$ cat config.mk
export PLATFORM = sky130hd
export DESIGN_NAME = octant_line_rasterizer
export DESIGN_NICKNAME = d
export VERILOG_FILES = /design/src/sv/olr_pkg.sv /design/src/sv/olr_engine.sv /design/src/sv/octant_line_rasterizer.sv
export VERILOG_INCLUDE_DIRS = /design/src /design/src/sv
export SDC_FILE = /design/constraint.sdc
export NUM_CORES = 1
export LEC_CHECK = 0
export BUFFER_PORTS_ARGS = -buffer_cell sky130_fd_sc_hd__clkbuf_2
export CORE_MARGIN = 8
export CORE_UTILIZATION = 58
export DETAILED_ROUTE_END_ITERATION = 10
export PLACE_DENSITY = 0.81
export SLEW_MARGIN = 20
export SYNTH_ARGS = -nofsm -noshare
export SYNTH_HDL_FRONTEND = slang
export SYNTH_HIERARCHICAL = 1
export SYNTH_SLANG_ARGS = --single-unit
export TNS_END_PERCENT = 5
$ cat constraint.sdc
create_clock -name i_clk -period 8.6 [get_ports i_clk]
set_input_delay 0.43 -clock i_clk [delete_from_list [all_inputs] [get_ports i_clk]]
set_output_delay 0.43 -clock i_clk [all_outputs]
set_load 0.02 [all_outputs]
$ cat src/sv/octant_line_rasterizer_assert.svh
// Assertion macros for the octant line rasterizer.
// Expects i_clk and i_rst_n in the scope of use.
`ifndef OCTANT_LINE_RASTERIZER_ASSERT_SVH
`define OCTANT_LINE_RASTERIZER_ASSERT_SVH

// same-cycle implication
`define OLR_ASSERT_SAME(lbl, ante, cons, msg) \
    lbl: assert property (@(posedge i_clk) disable iff (!i_rst_n) (ante) |-> (cons)) \
        else $error(msg);

// next-cycle implication
`define OLR_ASSERT_NEXT(lbl, ante, cons, msg) \
    lbl: assert property (@(posedge i_clk) disable iff (!i_rst_n) (ante) |=> (cons)) \
        else $error(msg);

`endif

$ cat src/sv/olr_pkg.sv
// Shared types and constants for the octant line rasterizer.
// No dependencies.
package olr_pkg;

    typedef enum logic [2:0] {
        ZONE_0 = 3'd0,
        ZONE_1 = 3'd1,
        ZONE_2 = 3'd2,
        ZONE_3 = 3'd3,
        ZONE_4 = 3'd4,
        ZONE_5 = 3'd5,
        ZONE_6 = 3'd6,
        ZONE_7 = 3'd7
    } t_zone;

    localparam logic MODE_LOAD = 1'b0;
    localparam logic MODE_STEP = 1'b1;

endpackage

$ cat src/sv/olr_engine.sv
// Line setup, canonical stepping state and pixel mapping.
// Depends on olr_pkg.
module olr_engine #(
    parameter int COORD_BITS = 12
) (
    input  logic                         i_clk,
    input  logic                         i_rst_n,
    input  logic                         i_fire,
    input  logic                         i_mode,
    input  logic signed [COORD_BITS-1:0] i_start_x,
    input  logic signed [COORD_BITS-1:0] i_start_y,
    input  logic signed [COORD_BITS-1:0] i_end_x,
    input  logic signed [COORD_BITS-1:0] i_end_y,
    output logic                         o_has,
    output logic signed [COORD_BITS-1:0] o_px,
    output logic signed [COORD_BITS-1:0] o_py,
    output olr_pkg::t_zone               o_zone,
    output logic                         o_last,
    output logic                         o_busy
);

    localparam int CW = COORD_BITS + 1;
    localparam int IW = COORD_BITS + 3;
    localparam int DW = COORD_BITS + 4;

    function automatic logic [2*CW-1:0] f_to_canon(olr_pkg::t_zone z,
                                                   logic signed [CW-1:0] x,
                                                   logic signed [CW-1:0] y);
        logic signed [CW-1:0] cx;
        logic signed [CW-1:0] cy;
        unique case (z)
            olr_pkg::ZONE_0: begin cx = -y; cy = -x; end
            olr_pkg::ZONE_1: begin cx = -x; cy = -y; end
            olr_pkg::ZONE_2: begin cx = x;  cy = -y; end
            olr_pkg::ZONE_3: begin cx = -y; cy = x;  end
            olr_pkg::ZONE_4: begin cx = y;  cy = x;  end
            olr_pkg::ZONE_5: begin cx = x;  cy = y;  end
            olr_pkg::ZONE_6: begin cx = -x; cy = y;  end
            olr_pkg::ZONE_7: begin cx = y;  cy = -x; end
        endcase
        return {cx, cy};
    endfunction

    function automatic logic [2*CW-1:0] f_from_canon(olr_pkg::t_zone z,
                                                     logic signed [CW-1:0] cx,
                                                     logic signed [CW-1:0] cy);
        logic signed [CW-1:0] x;
        logic signed [CW-1:0] y;
        unique case (z)
            olr_pkg::ZONE_0: begin x = -cy; y = -cx; end
            olr_pkg::ZONE_1: begin x = -cx; y = -cy; end
            olr_pkg::ZONE_2: begin x = cx;  y = -cy; end
            olr_pkg::ZONE_3: begin x = cy;  y = -cx; end
            olr_pkg::ZONE_4: begin x = cy;  y = cx;  end
            olr_pkg::ZONE_5: begin x = cx;  y = cy;  end
            olr_pkg::ZONE_6: begin x = -cx; y = cy;  end
            olr_pkg::ZONE_7: begin x = -cy; y = cx;  end
        endcase
        return {x, y};
    endfunction

    logic signed [CW-1:0] r_cx, r_cy, r_cey;
    logic signed [DW-1:0] r_dec;
    logic signed [IW-1:0] r_sinc, r_dinc;
    olr_pkg::t_zone       r_zone;
    logic                 r_busy;

    logic signed [CW-1:0] n_cx, n_cy, n_cey;
    logic signed [DW-1:0] n_dec;
    logic signed [IW-1:0] n_sinc, n_dinc;
    olr_pkg::t_zone       n_zone;
    logic                 n_busy;

    // load setup
    logic signed [CW-1:0] w_x0, w_y0, w_x1, w_y1, w_dx, w_dy;
    logic        [CW-1:0] w_ax, w_ay;
    logic                 w_flat;
    olr_pkg::t_zone       w_zone;
    logic signed [CW-1:0] w_scx, w_scy, w_ecy, w_cdx, w_cdy;
    logic signed [IW-1:0] w_cdx_i, w_cdy_i;
    logic [2*CW-1:0]      w_sc, w_ec, w_cd;

    // advance
    logic signed [CW-1:0] w_step_x, w_step_y;
    logic                 w_dec_pos;
    logic [2*CW-1:0]      w_orig;

    assign w_x0 = {i_start_x[COORD_BITS-1], i_start_x};
    assign w_y0 = {i_start_y[COORD_BITS-1], i_start_y};
    assign w_x1 = {i_end_x[COORD_BITS-1], i_end_x};
    assign w_y1 = {i_end_y[COORD_BITS-1], i_end_y};
    assign w_dx = w_x1 - w_x0;
    assign w_dy = w_y1 - w_y0;
    assign w_ax = w_dx[CW-1] ? -w_dx : w_dx;
    assign w_ay = w_dy[CW-1] ? -w_dy : w_dy;
    assign w_flat = (w_ax >= w_ay);

    always_comb begin
        unique case ({w_dx[CW-1], w_dy[CW-1]})
            2'b00: w_zone = w_flat ? olr_pkg::ZONE_0 : olr_pkg::ZONE_1;
            2'b10: w_zone = w_flat ? olr_pkg::ZONE_3 : olr_pkg::ZONE_2;
            2'b11: w_zone = w_flat ? olr_pkg::ZONE_4 : olr_pkg::ZONE_5;
            2'b01: w_zone = w_flat ? olr_pkg::ZONE_7 : olr_pkg::ZONE_6;
        endcase
    end

    assign w_sc = f_to_canon(w_zone, w_x0, w_y0);
    assign w_ec = f_to_canon(w_zone, w_x1, w_y1);
    assign w_cd = f_to_canon(w_zone, w_dx, w_dy);
    assign w_scx = w_sc[2*CW-1:CW];
    assign w_scy = w_sc[CW-1:0];
    assign w_ecy = w_ec[CW-1:0];
    assign w_cdx = w_cd[2*CW-1:CW];
    assign w_cdy = w_cd[CW-1:0];
    assign w_cdx_i = IW'(w_cdx);
    assign w_cdy_i = IW'(w_cdy);

    assign w_dec_pos = !r_dec[DW-1] && (r_dec != '0);
    assign w_step_y  = r_cy - CW'(1);
    assign w_step_x  = w_dec_pos ? r_cx : r_cx - CW'(1);
    assign w_orig    = f_from_canon(r_zone, w_step_x, w_step_y);

    always_comb begin
        n_cx   = r_cx;
        n_cy   = r_cy;
        n_cey  = r_cey;
        n_dec  = r_dec;
        n_sinc = r_sinc;
        n_dinc = r_dinc;
        n_zone = r_zone;
        n_busy = r_busy;
        o_has  = 1'b0;
        o_px   = i_start_x;
        o_py   = i_start_y;
        o_zone = w_zone;
        o_last = 1'b0;
        if (i_mode == olr_pkg::MODE_LOAD) begin
            n_cx   = w_scx;
            n_cy   = w_scy;
            n_cey  = w_ecy;
            n_sinc = w_cdx_i <<< 1;
            n_dinc = (w_cdx_i - w_cdy_i) <<< 1;
            n_dec  = DW'(w_cdx_i <<< 1) - DW'(w_cdy);
            n_zone = w_zone;
            o_has  = 1'b1;
            o_last = (w_scy <= w_ecy);
            n_busy = !o_last;
        end else if (r_busy) begin
            n_cx   = w_step_x;
            n_cy   = w_step_y;
            n_dec  = r_dec + (w_dec_pos ? DW'(r_sinc) : DW'(r_dinc));
            o_has  = 1'b1;
            o_px   = w_orig[CW+COORD_BITS-1:CW];
            o_py   = w_orig[COORD_BITS-1:0];
            o_zone = r_zone;
            o_last = (w_step_y <= r_cey);
            n_busy = !o_last;
        end
    end

    always_ff @(posedge i_clk) begin
        if (!i_rst_n) begin
            r_cx   <= '0;
            r_cy   <= '0;
            r_cey  <= '0;
            r_dec  <= '0;
            r_sinc <= '0;
            r_dinc <= '0;
            r_zone <= olr_pkg::ZONE_0;
            r_busy <= 1'b0;
        end else if (i_fire) begin
            r_cx   <= n_cx;
            r_cy   <= n_cy;
            r_cey  <= n_cey;
            r_dec  <= n_dec;
            r_sinc <= n_sinc;
            r_dinc <= n_dinc;
            r_zone <= n_zone;
            r_busy <= n_busy;
        end
    end

    assign o_busy = r_busy;

endmodule

$ cat src/sv/octant_line_rasterizer.sv
// Octant line rasterizer, top level: input register, stepping engine, output register.
// Depends on olr_pkg, olr_engine and octant_line_rasterizer_assert.svh.
//
// Usage:
//   Input channel (i_in_valid / o_in_stall) takes a transaction with i_mode.
//   Mode load brings start and end points and yields the line's first pixel.
//   Mode step yields the next pixel of the current line; a step with no line
//   in progress yields nothing. A load always replaces the current line.
//   Output channel (o_out_valid / i_out_stall) returns pixel x/y, the octant
//   and a flag on the line's end point.
//   Path: the transaction is held in the input register, then one pass of
//   setup or step logic writes the result into the output register.
//   Throughput: one transaction per cycle while the output is not stalled;
//   setup and each step are one add/compare/mux pass.
//   Stall: while the output register is full and stalled, the held input
//   transaction waits and o_in_stall is raised; one transaction is buffered.
//   Reset: synchronous, active low; clears both valid flags and drops any line.
`include "octant_line_rasterizer_assert.svh"

module octant_line_rasterizer #(
    parameter int COORD_BITS = 12
) (
    input  logic                         i_clk,
    input  logic                         i_rst_n,
    input  logic                         i_in_valid,
    output logic                         o_in_stall,
    input  logic                         i_mode,
    input  logic signed [COORD_BITS-1:0] i_start_x,
    input  logic signed [COORD_BITS-1:0] i_start_y,
    input  logic signed [COORD_BITS-1:0] i_end_x,
    input  logic signed [COORD_BITS-1:0] i_end_y,
    output logic                         o_out_valid,
    input  logic                         i_out_stall,
    output logic signed [COORD_BITS-1:0] o_pixel_x,
    output logic signed [COORD_BITS-1:0] o_pixel_y,
    output logic [2:0]                   o_octant,
    output logic                         o_last_pixel
);

    logic                         r_in_vld;
    logic                         r_mode;
    logic signed [COORD_BITS-1:0] r_sx, r_sy, r_ex, r_ey;

    logic                         r_out_vld;
    logic signed [COORD_BITS-1:0] r_px, r_py;
    olr_pkg::t_zone               r_zone;
    logic                         r_last;

    logic                         w_adv;
    logic                         w_fire;
    logic                         w_res_has;
    logic signed [COORD_BITS-1:0] w_res_px, w_res_py;
    olr_pkg::t_zone               w_res_zone;
    logic                         w_res_last;
    logic                         w_busy;

    assign w_adv      = !r_out_vld || !i_out_stall;
    assign w_fire     = r_in_vld && w_adv;
    assign o_in_stall = r_in_vld && !w_adv;

    always_ff @(posedge i_clk) begin
        if (!i_rst_n) begin
            r_in_vld <= 1'b0;
        end else if (!o_in_stall) begin
            r_in_vld <= i_in_valid;
        end
    end

    always_ff @(posedge i_clk) begin
        if (i_in_valid && !o_in_stall) begin
            r_mode <= i_mode;
            r_sx   <= i_start_x;
            r_sy   <= i_start_y;
            r_ex   <= i_end_x;
            r_ey   <= i_end_y;
        end
    end

    olr_engine #(
        .COORD_BITS (COORD_BITS)
    ) u_engine (
        .i_clk     (i_clk),
        .i_rst_n   (i_rst_n),
        .i_fire    (w_fire),
        .i_mode    (r_mode),
        .i_start_x (r_sx),
        .i_start_y (r_sy),
        .i_end_x   (r_ex),
        .i_end_y   (r_ey),
        .o_has     (w_res_has),
        .o_px      (w_res_px),
        .o_py      (w_res_py),
        .o_zone    (w_res_zone),
        .o_last    (w_res_last),
        .o_busy    (w_busy)
    );

    always_ff @(posedge i_clk) begin
        if (!i_rst_n) begin
            r_out_vld <= 1'b0;
        end else if (w_adv) begin
            r_out_vld <= w_fire && w_res_has;
        end
    end

    always_ff @(posedge i_clk) begin
        if (w_fire && w_res_has) begin
            r_px   <= w_res_px;
            r_py   <= w_res_py;
            r_zone <= w_res_zone;
            r_last <= w_res_last;
        end
    end

    assign o_out_valid  = r_out_vld;
    assign o_pixel_x    = r_px;
    assign o_pixel_y    = r_py;
    assign o_octant     = r_zone;
    assign o_last_pixel = r_last;

    `OLR_ASSERT_SAME(a_stall_has_item, o_in_stall, r_in_vld, "stall with no held transaction")
    `OLR_ASSERT_SAME(a_out_from_fire, $rose(r_out_vld), $past(w_fire), "output with no input")
    `OLR_ASSERT_SAME(a_no_fire_blocked, o_out_valid && i_out_stall, !w_fire, "fire when blocked")
    `OLR_ASSERT_NEXT(a_last_idles, w_fire && w_res_has && w_res_last, !w_busy, "busy after last")

endmodule

-- Yosys cells after proc, flatten, opt, wreduce, memory -nomap -nowiden
Index checks and enable logic that the tools add are counted.
- memories kept: 0
- bits in latches: 0
- ROM bits: 0
- bits of input ports: 53
- memory bits (writable): 0
- output and inout port bits: 30
- word-level logic and storage cells: 125
- register bits after elaboration: 165
- multiply operators: 0
- divide/modulo/power cells: 0
- multiplexer cells: 34
- bitwise logic cells: 1
- add/sub/neg operators: 15
- shift-type cells: 0
- order comparisons: 3
- reductions and logical operators: 35
- equal/unequal tests: 18
- operators by type and width (kind ; number):
    case mux 13 bit (4 select lines) ; 5
    case mux 12 bit (4 select lines) ; 2
    two-way mux 13 bit ; 7
    negator 12 -> 13 bit ; 4
    two-way mux 12 bit ; 4
    two-way mux 16 bit ; 3
    OR reduction 2 bit ; 16
    <= comparator 13 bit ; 2
    negator 13 bit ; 2
    subtractor 12 x 12 -> 13 bit ; 2
    subtractor 13 x 2 -> 13 bit, second input constant ; 2
    equality test 3 bit, second input constant ; 8
    negator 12 bit ; 2
    adder 16 bit ; 1
    nonzero test 16 bit ; 1
    subtractor 14 x 13 -> 15 bit ; 1
    subtractor 13 x 13 -> 14 bit ; 1
    >= comparator 13 bit ; 1
    equality test 3 x 2 -> 1 bit, second input constant ; 4
    case mux 3 bit (4 select lines) ; 1
    two-way mux 1 bit ; 10
    logical NOT 1 bit ; 7
    equality test 3 x 1 -> 1 bit, second input constant ; 2
    logical NOT 3 bit ; 2
    9 further kinds ; 16

-- Longest topological paths before layout
- word-level depth: 12
- gate-level depth with buffers: 41
- gate-level depth less buffers: 38

-- Hierarchy
Netlist, hierarchy kept.
- modules (own cells, without submodules) (module ; instances ; seq. area each (um2) ; cells each ; area each (um2)):
    olr_engine ; 1 ; 1701.6 ; 2350 ; 15253.4
    octant_line_rasterizer ; 1 ; 2352.3 ; 87 ; 2403.6

-- Least setup slack after synthesis
No wires, ideal clock.
- kind: reg-to-reg
- from: register r_sy[2]
- to: register u_engine.r_dec[11]
- buffers on the path: 4
- slack: 0.200 ns
- stages on the path, launching flop included: 39
- arrival: 8.273 ns
- path through: edfxtp_1 -> inv_1 -> ha_1 -> nor2b_1 -> o21a_1 -> o21ai_0 -> a21boi_0 -> o211a_1 -> o21a_1 -> o21a_1 -> o21ai_0 -> a31o_2 -> clkbuf_1 -> clkinv_1 -> nor2_1 -> xnor2_1 -> ha_1 -> a21o_1 -> (+3 left out) -> o21ai_1 -> clkbuf_1 -> clkbuf_1 -> clkbuf_1 -> nor2_1 -> a211oi_1 -> a21oi_1 -> nor2_1 -> o22ai_1 -> ha_1 -> or2_2 -> o41ai_1 -> o41ai_2 -> maj3_2 -> and2_4 -> o41ai_4 -> mux2i_1 -> o21ai_1
- word-level cells in the longest chain between the ends: 11
- elaborated cells on any way between the ends: 33
- those cells by class: add/sub: 3; order compare: 1; eq/ne: 10; mux: 9; reduce/logical: 10
- RTL lines (what ; RTL line ; text):
    start: declaration ; octant_line_rasterizer.sv:42 ; logic signed [COORD_BITS-1:0] r_sx, r_sy, r_ex, r_ey;
    start signal: assignment ; octant_line_rasterizer.sv:73 ; r_sy <= i_start_y;
    subtractor 12 x 12 -> 13 bit (*) ; olr_engine.sv:93 ; assign w_dy = w_y1 - w_y0;
    negator 13 bit ; n/a ;
    two-way mux 13 bit ; olr_engine.sv:95 ; assign w_ay = w_dy[CW-1] ? -w_dy : w_dy;
    >= comparator 13 bit ; olr_engine.sv:96 ; assign w_flat = (w_ax >= w_ay);
    two-way mux 1 bit, on equally long branches ; n/a ;
    case mux 3 bit (4 select lines) ; olr_engine.sv:99 ; unique case ({w_dx[CW-1], w_dy[CW-1]})
    equality test 3 bit, or another cell as far along ; olr_engine.sv:31 ; unique case (z)
    OR reduction 2 bit (no source line) ; n/a ;
    case mux 13 bit (4 select lines) ; olr_engine.sv:31 ;
    subtractor 14 x 13 -> 15 bit (*) ; olr_engine.sv:143 ; n_dec = DW'(w_cdx_i <<< 1) - DW'(w_cdy);
    two-way mux 16 bit (*) ; olr_engine.sv:137 ; if (i_mode == olr_pkg::MODE_LOAD) begin
    end signal: assignment ; olr_engine.sv:175 ; r_dec <= n_dec;
    end: declaration ; olr_engine.sv:63 ; logic signed [DW-1:0] r_dec;
Mark *: on every way between the ends. The rest lies on a longest branch, timed or not.
A chain may end at the register's enable or synchronous reset.

-- Final worst setup path
- from: register r_sx[0]
- to: register u_engine.r_busy, in the netlist u_engine/o_busy
- word-level cells in the longest chain between the ends: 12
- elaborated cells on any way between the ends: 31
- those cells by class: add/sub: 3; order compare: 2; eq/ne: 10; mux: 9; reduce/logical: 7
- RTL lines (what ; RTL line ; text):
    start: declaration ; octant_line_rasterizer.sv:42 ;
    start signal: assignment ; octant_line_rasterizer.sv:72 ; r_sx <= i_start_x;
    subtractor 12 x 12 -> 13 bit ; olr_engine.sv:92 ; assign w_dx = w_x1 - w_x0;
    negator 13 bit ; olr_engine.sv:94 ; assign w_ax = w_dx[CW-1] ? -w_dx : w_dx;
    two-way mux 13 bit ; olr_engine.sv:94 ;
    >= comparator 13 bit ; olr_engine.sv:96 ;
    two-way mux 1 bit, on equally long branches ; n/a ;
    case mux 3 bit (4 select lines) ; olr_engine.sv:99 ;
    equality test 3 bit, or another cell as far along ; olr_engine.sv:31 ;
    OR reduction 2 bit (no source line) ; n/a ;
    case mux 13 bit (4 select lines) ; olr_engine.sv:31 ;
    <= comparator 13 bit (*) ; olr_engine.sv:146 ; o_last = (w_scy <= w_ecy);
    logical NOT 1 bit (*) ; olr_engine.sv:147 ; n_busy = !o_last;
    two-way mux 1 bit (*) ; olr_engine.sv:137 ;
    end signal: assignment ; olr_engine.sv:179 ; r_busy <= n_busy;
    end: declaration ; olr_engine.sv:66 ; logic r_busy;
Marked as above.

==> metrics <==
status complete, no violations; vias in the first global route between 15k and 20k; maximum clock path buffer count 2; slowest cell delay on critical path roughly 0.5 ns; clock skew between 0.015 and 0.02 ns; Via density between 6 and 7; final net count about 2.7k; final clock period utilization by the worst path between 90% and 100%; Remaining Overflow, GRT 0; total number of vias 19.6k; global-route wire length before repair approximately 100000 µm; Clk pwr share under 10%; final setup fails 0; routability cong. just under 1; Syn Area/Cell just over 7 µm²; Core Util, Final around 65%; wire per inst 22.5 µm; number of enable flip-flop cells after synthesis 77; Crit. End Element flop; WP data required roughly 9 ns; yosys warns 6; Lkg Pwr 7.75 nW; Switch Pwr just over 4 mW; setup TNS 0 ns; Yosys reg bits ~160; Layout area overhead 11.7%; share of cells above drive strength 1 ~14%; Max Slew Vio Count 0; num ports 83; largest net degree at the start of global routing 150; relative max-transition margin 30.1%; Syn Std Cell Area around 18000 µm²; Reg clk slew, reported paths approximately 0.070 ns; drt first pass iters 6; Post-synth ARST share 0%; initial antenna violation count 2; Fin. Hold Viols 0; CP bufs+invs 3; Clock Sink Count between 150 and 200; clk root buf clkbuf_16; clock latency on the worst-skew pair approximately 0.46 ns; # rows 64; Worst Path Max Fanout 32; Tmin final between 8 and 9 ns; # DRC 0; sequential share of power between 10% and 20%; Detail Route Antenna Nets 0; CP top delay family compound AO/OA/AOI/OAI gates; # diodes 0; P_int ~3.6 mW; WHS roughly 0.15 ns; Port Buffer Count 82; VDD IR max 328 µV; CTS tree done; H-tree depth 4; HPWL Detailed roughly 49000 µm; Worst-Margin Slew between 1 and 1.5 ns; Startpoint Class flop; die extent in y between 150 and 200 µm; Initial Util around three fifths; Max-Cap Viols 0; CTS Hold Bufs 0; switching part of the total between 50 and 60%; syn nets approximately 2.6k; Die ar. 36300 µm²; Chip Width 190 µm; ys flop type dfxtp_1; synthesized instance count around 2.4k; commonest non-fill, non-tap cells in the layout nand2_1 (355), nor2_1 (246), a21oi_1 (200); cts bufs inserted 17; Worst EP arrival ~8.5 ns; WL final about 66000 µm; Comb pwr share between 70% and 80%; Synth cell types 101; core footprint ~30000 µm²; crit path kind reg -> reg; Initial DRC Count ~3k; GRT Util Overall approximately a third; most common cell after layout, fill and taps aside nand2_1; CP max-delay cell edfxtp_1; sequential share of the synthesized area about 23%; pwr dens ~390 nW/µm²; Peak Freq approximately 0.12 GHz; Worst Hold Class in -> reg
==> power groups by stage <==
| stage | combinational [mW] | sequential [mW] | clock (mW) |
|---|---|---|---|
| floorplan | 3.94 | 0.972 | 0 |
| global placement | 5.57 | 0.985 | 0 |
| detailed placement | 5.70 | 0.987 | 0 |
| CTS | 5.74 | 0.970 | 0.768 |
| global route | 6.48 | 0.981 | 0.797 |
| finish | 6.02 | 0.974 | 0.759 |
==> per-stage QoR <==
stage	setup slack, ns	area [µm²]	total power, mW	instances
2_1_floorplan	0.200	17700	4.91	2437
6_report	0.384	19700	7.76	2913
4_1_cts	0.0172	19600	7.47	2908
5_1_grt	-0.0485	19700	8.26	2913
3_5_place_dp	0.0276	19000	6.68	2876
3_3_place_gp	0.144	19000	6.56	2876
==> cells in the mapped netlist, types with 16 or more instances <==
cell,count,area [µm²]
dfxtp_1,87,1740
o31ai_1,20,150
inv_1,90,338
o211ai_1,44,330
a21o_1,19,143
a211oi_1,58,435
o22ai_1,41,257
or3_1,27,169
xor2_1,37,324
a21oi_1,203,1020
a311oi_1,21,184
clkbuf_1,134,503
nor2_1,248,931
nand2_1,355,1330
buf_1,30,113
xnor2_1,92,806
and3_1,20,125
edfxtp_1,77,2310
a31oi_1,27,169
and2_1,25,156
ha_1,114,1430
mux2i_1,21,210
nor4_1,16,100
nor3_1,85,425
o21a_1,17,128
o21ai_0,173,866
nand3_1,44,220
or2_2,19,119
a221oi_1,16,140
==> timing repair <==
item | in CTS | in global routing
resized for setup | 1 | 30
pin swaps | 0 | 5
buffers inserted | 0 | 5
setup endpoints to repair | 2 | 20
==> area by class of cell <==
type | instances | area [µm²]
multi-input cells | 2009 | 12800
flip-flops and latches | 164 | 4060
repair buffers | 217 | 1480
clock buffers | 18 | 450
fillers | 2667 | 10500
well taps | 396 | 495
inverters | 95 | 358
clock inverters | 14 | 116
==> cell families after synthesis <==
logic type	share of synthesized area, %
xor gates and xnor gates	6.40
and+or+nand+nor	23.3
AOI/OAI and AO/OA	31.0
buffers and inverters	5.68
muxes	1.96
DFF	23.0
adders and majority gates	8.66
==> path summary, 6_finish.rpt <==
kind / start / depth (start not counted) / endpoint / slack (ns)
worst max-delay path: r_sx[0] / 36 / u_engine/o_busy / 0.38
worst min-delay path: i_mode / 1 / r_mode / 0.15
worst max register to register: r_sx[0] / 36 / u_engine/o_busy / 0.38
worst min register to register: u_engine/r_dinc[3] / 2 / u_engine/r_dinc[3] / 0.45
==> metal layers <==
layer	vias up	track usage, %	wire length [µm]
met4	2	11.9	2040
li1	9100	-	-
met3	150	7.88	7430
met1	9132	49.8	28400
met5	-	0	13
met2	1178	50.8	27700
==> registers in the layout, summed over array words and instances (netlist names) <==
register and flops:
u_engine/r_dec 16, u_engine/r_dinc 14, u_engine/r_cey 13, u_engine/r_cy 13
u_engine/r_sinc 13, o_pixel_x 12, o_pixel_y 12, r_ex 12
r_ey 12, r_sx 12, r_sy 12, u_engine/r_cx 12
o_octant 3, u_engine/r_zone 3, o_last_pixel 1, o_out_valid 1
r_in_vld 1, r_mode 1, u_engine/o_busy 1
Note: power is estimated with default switching activity, not from simulation.
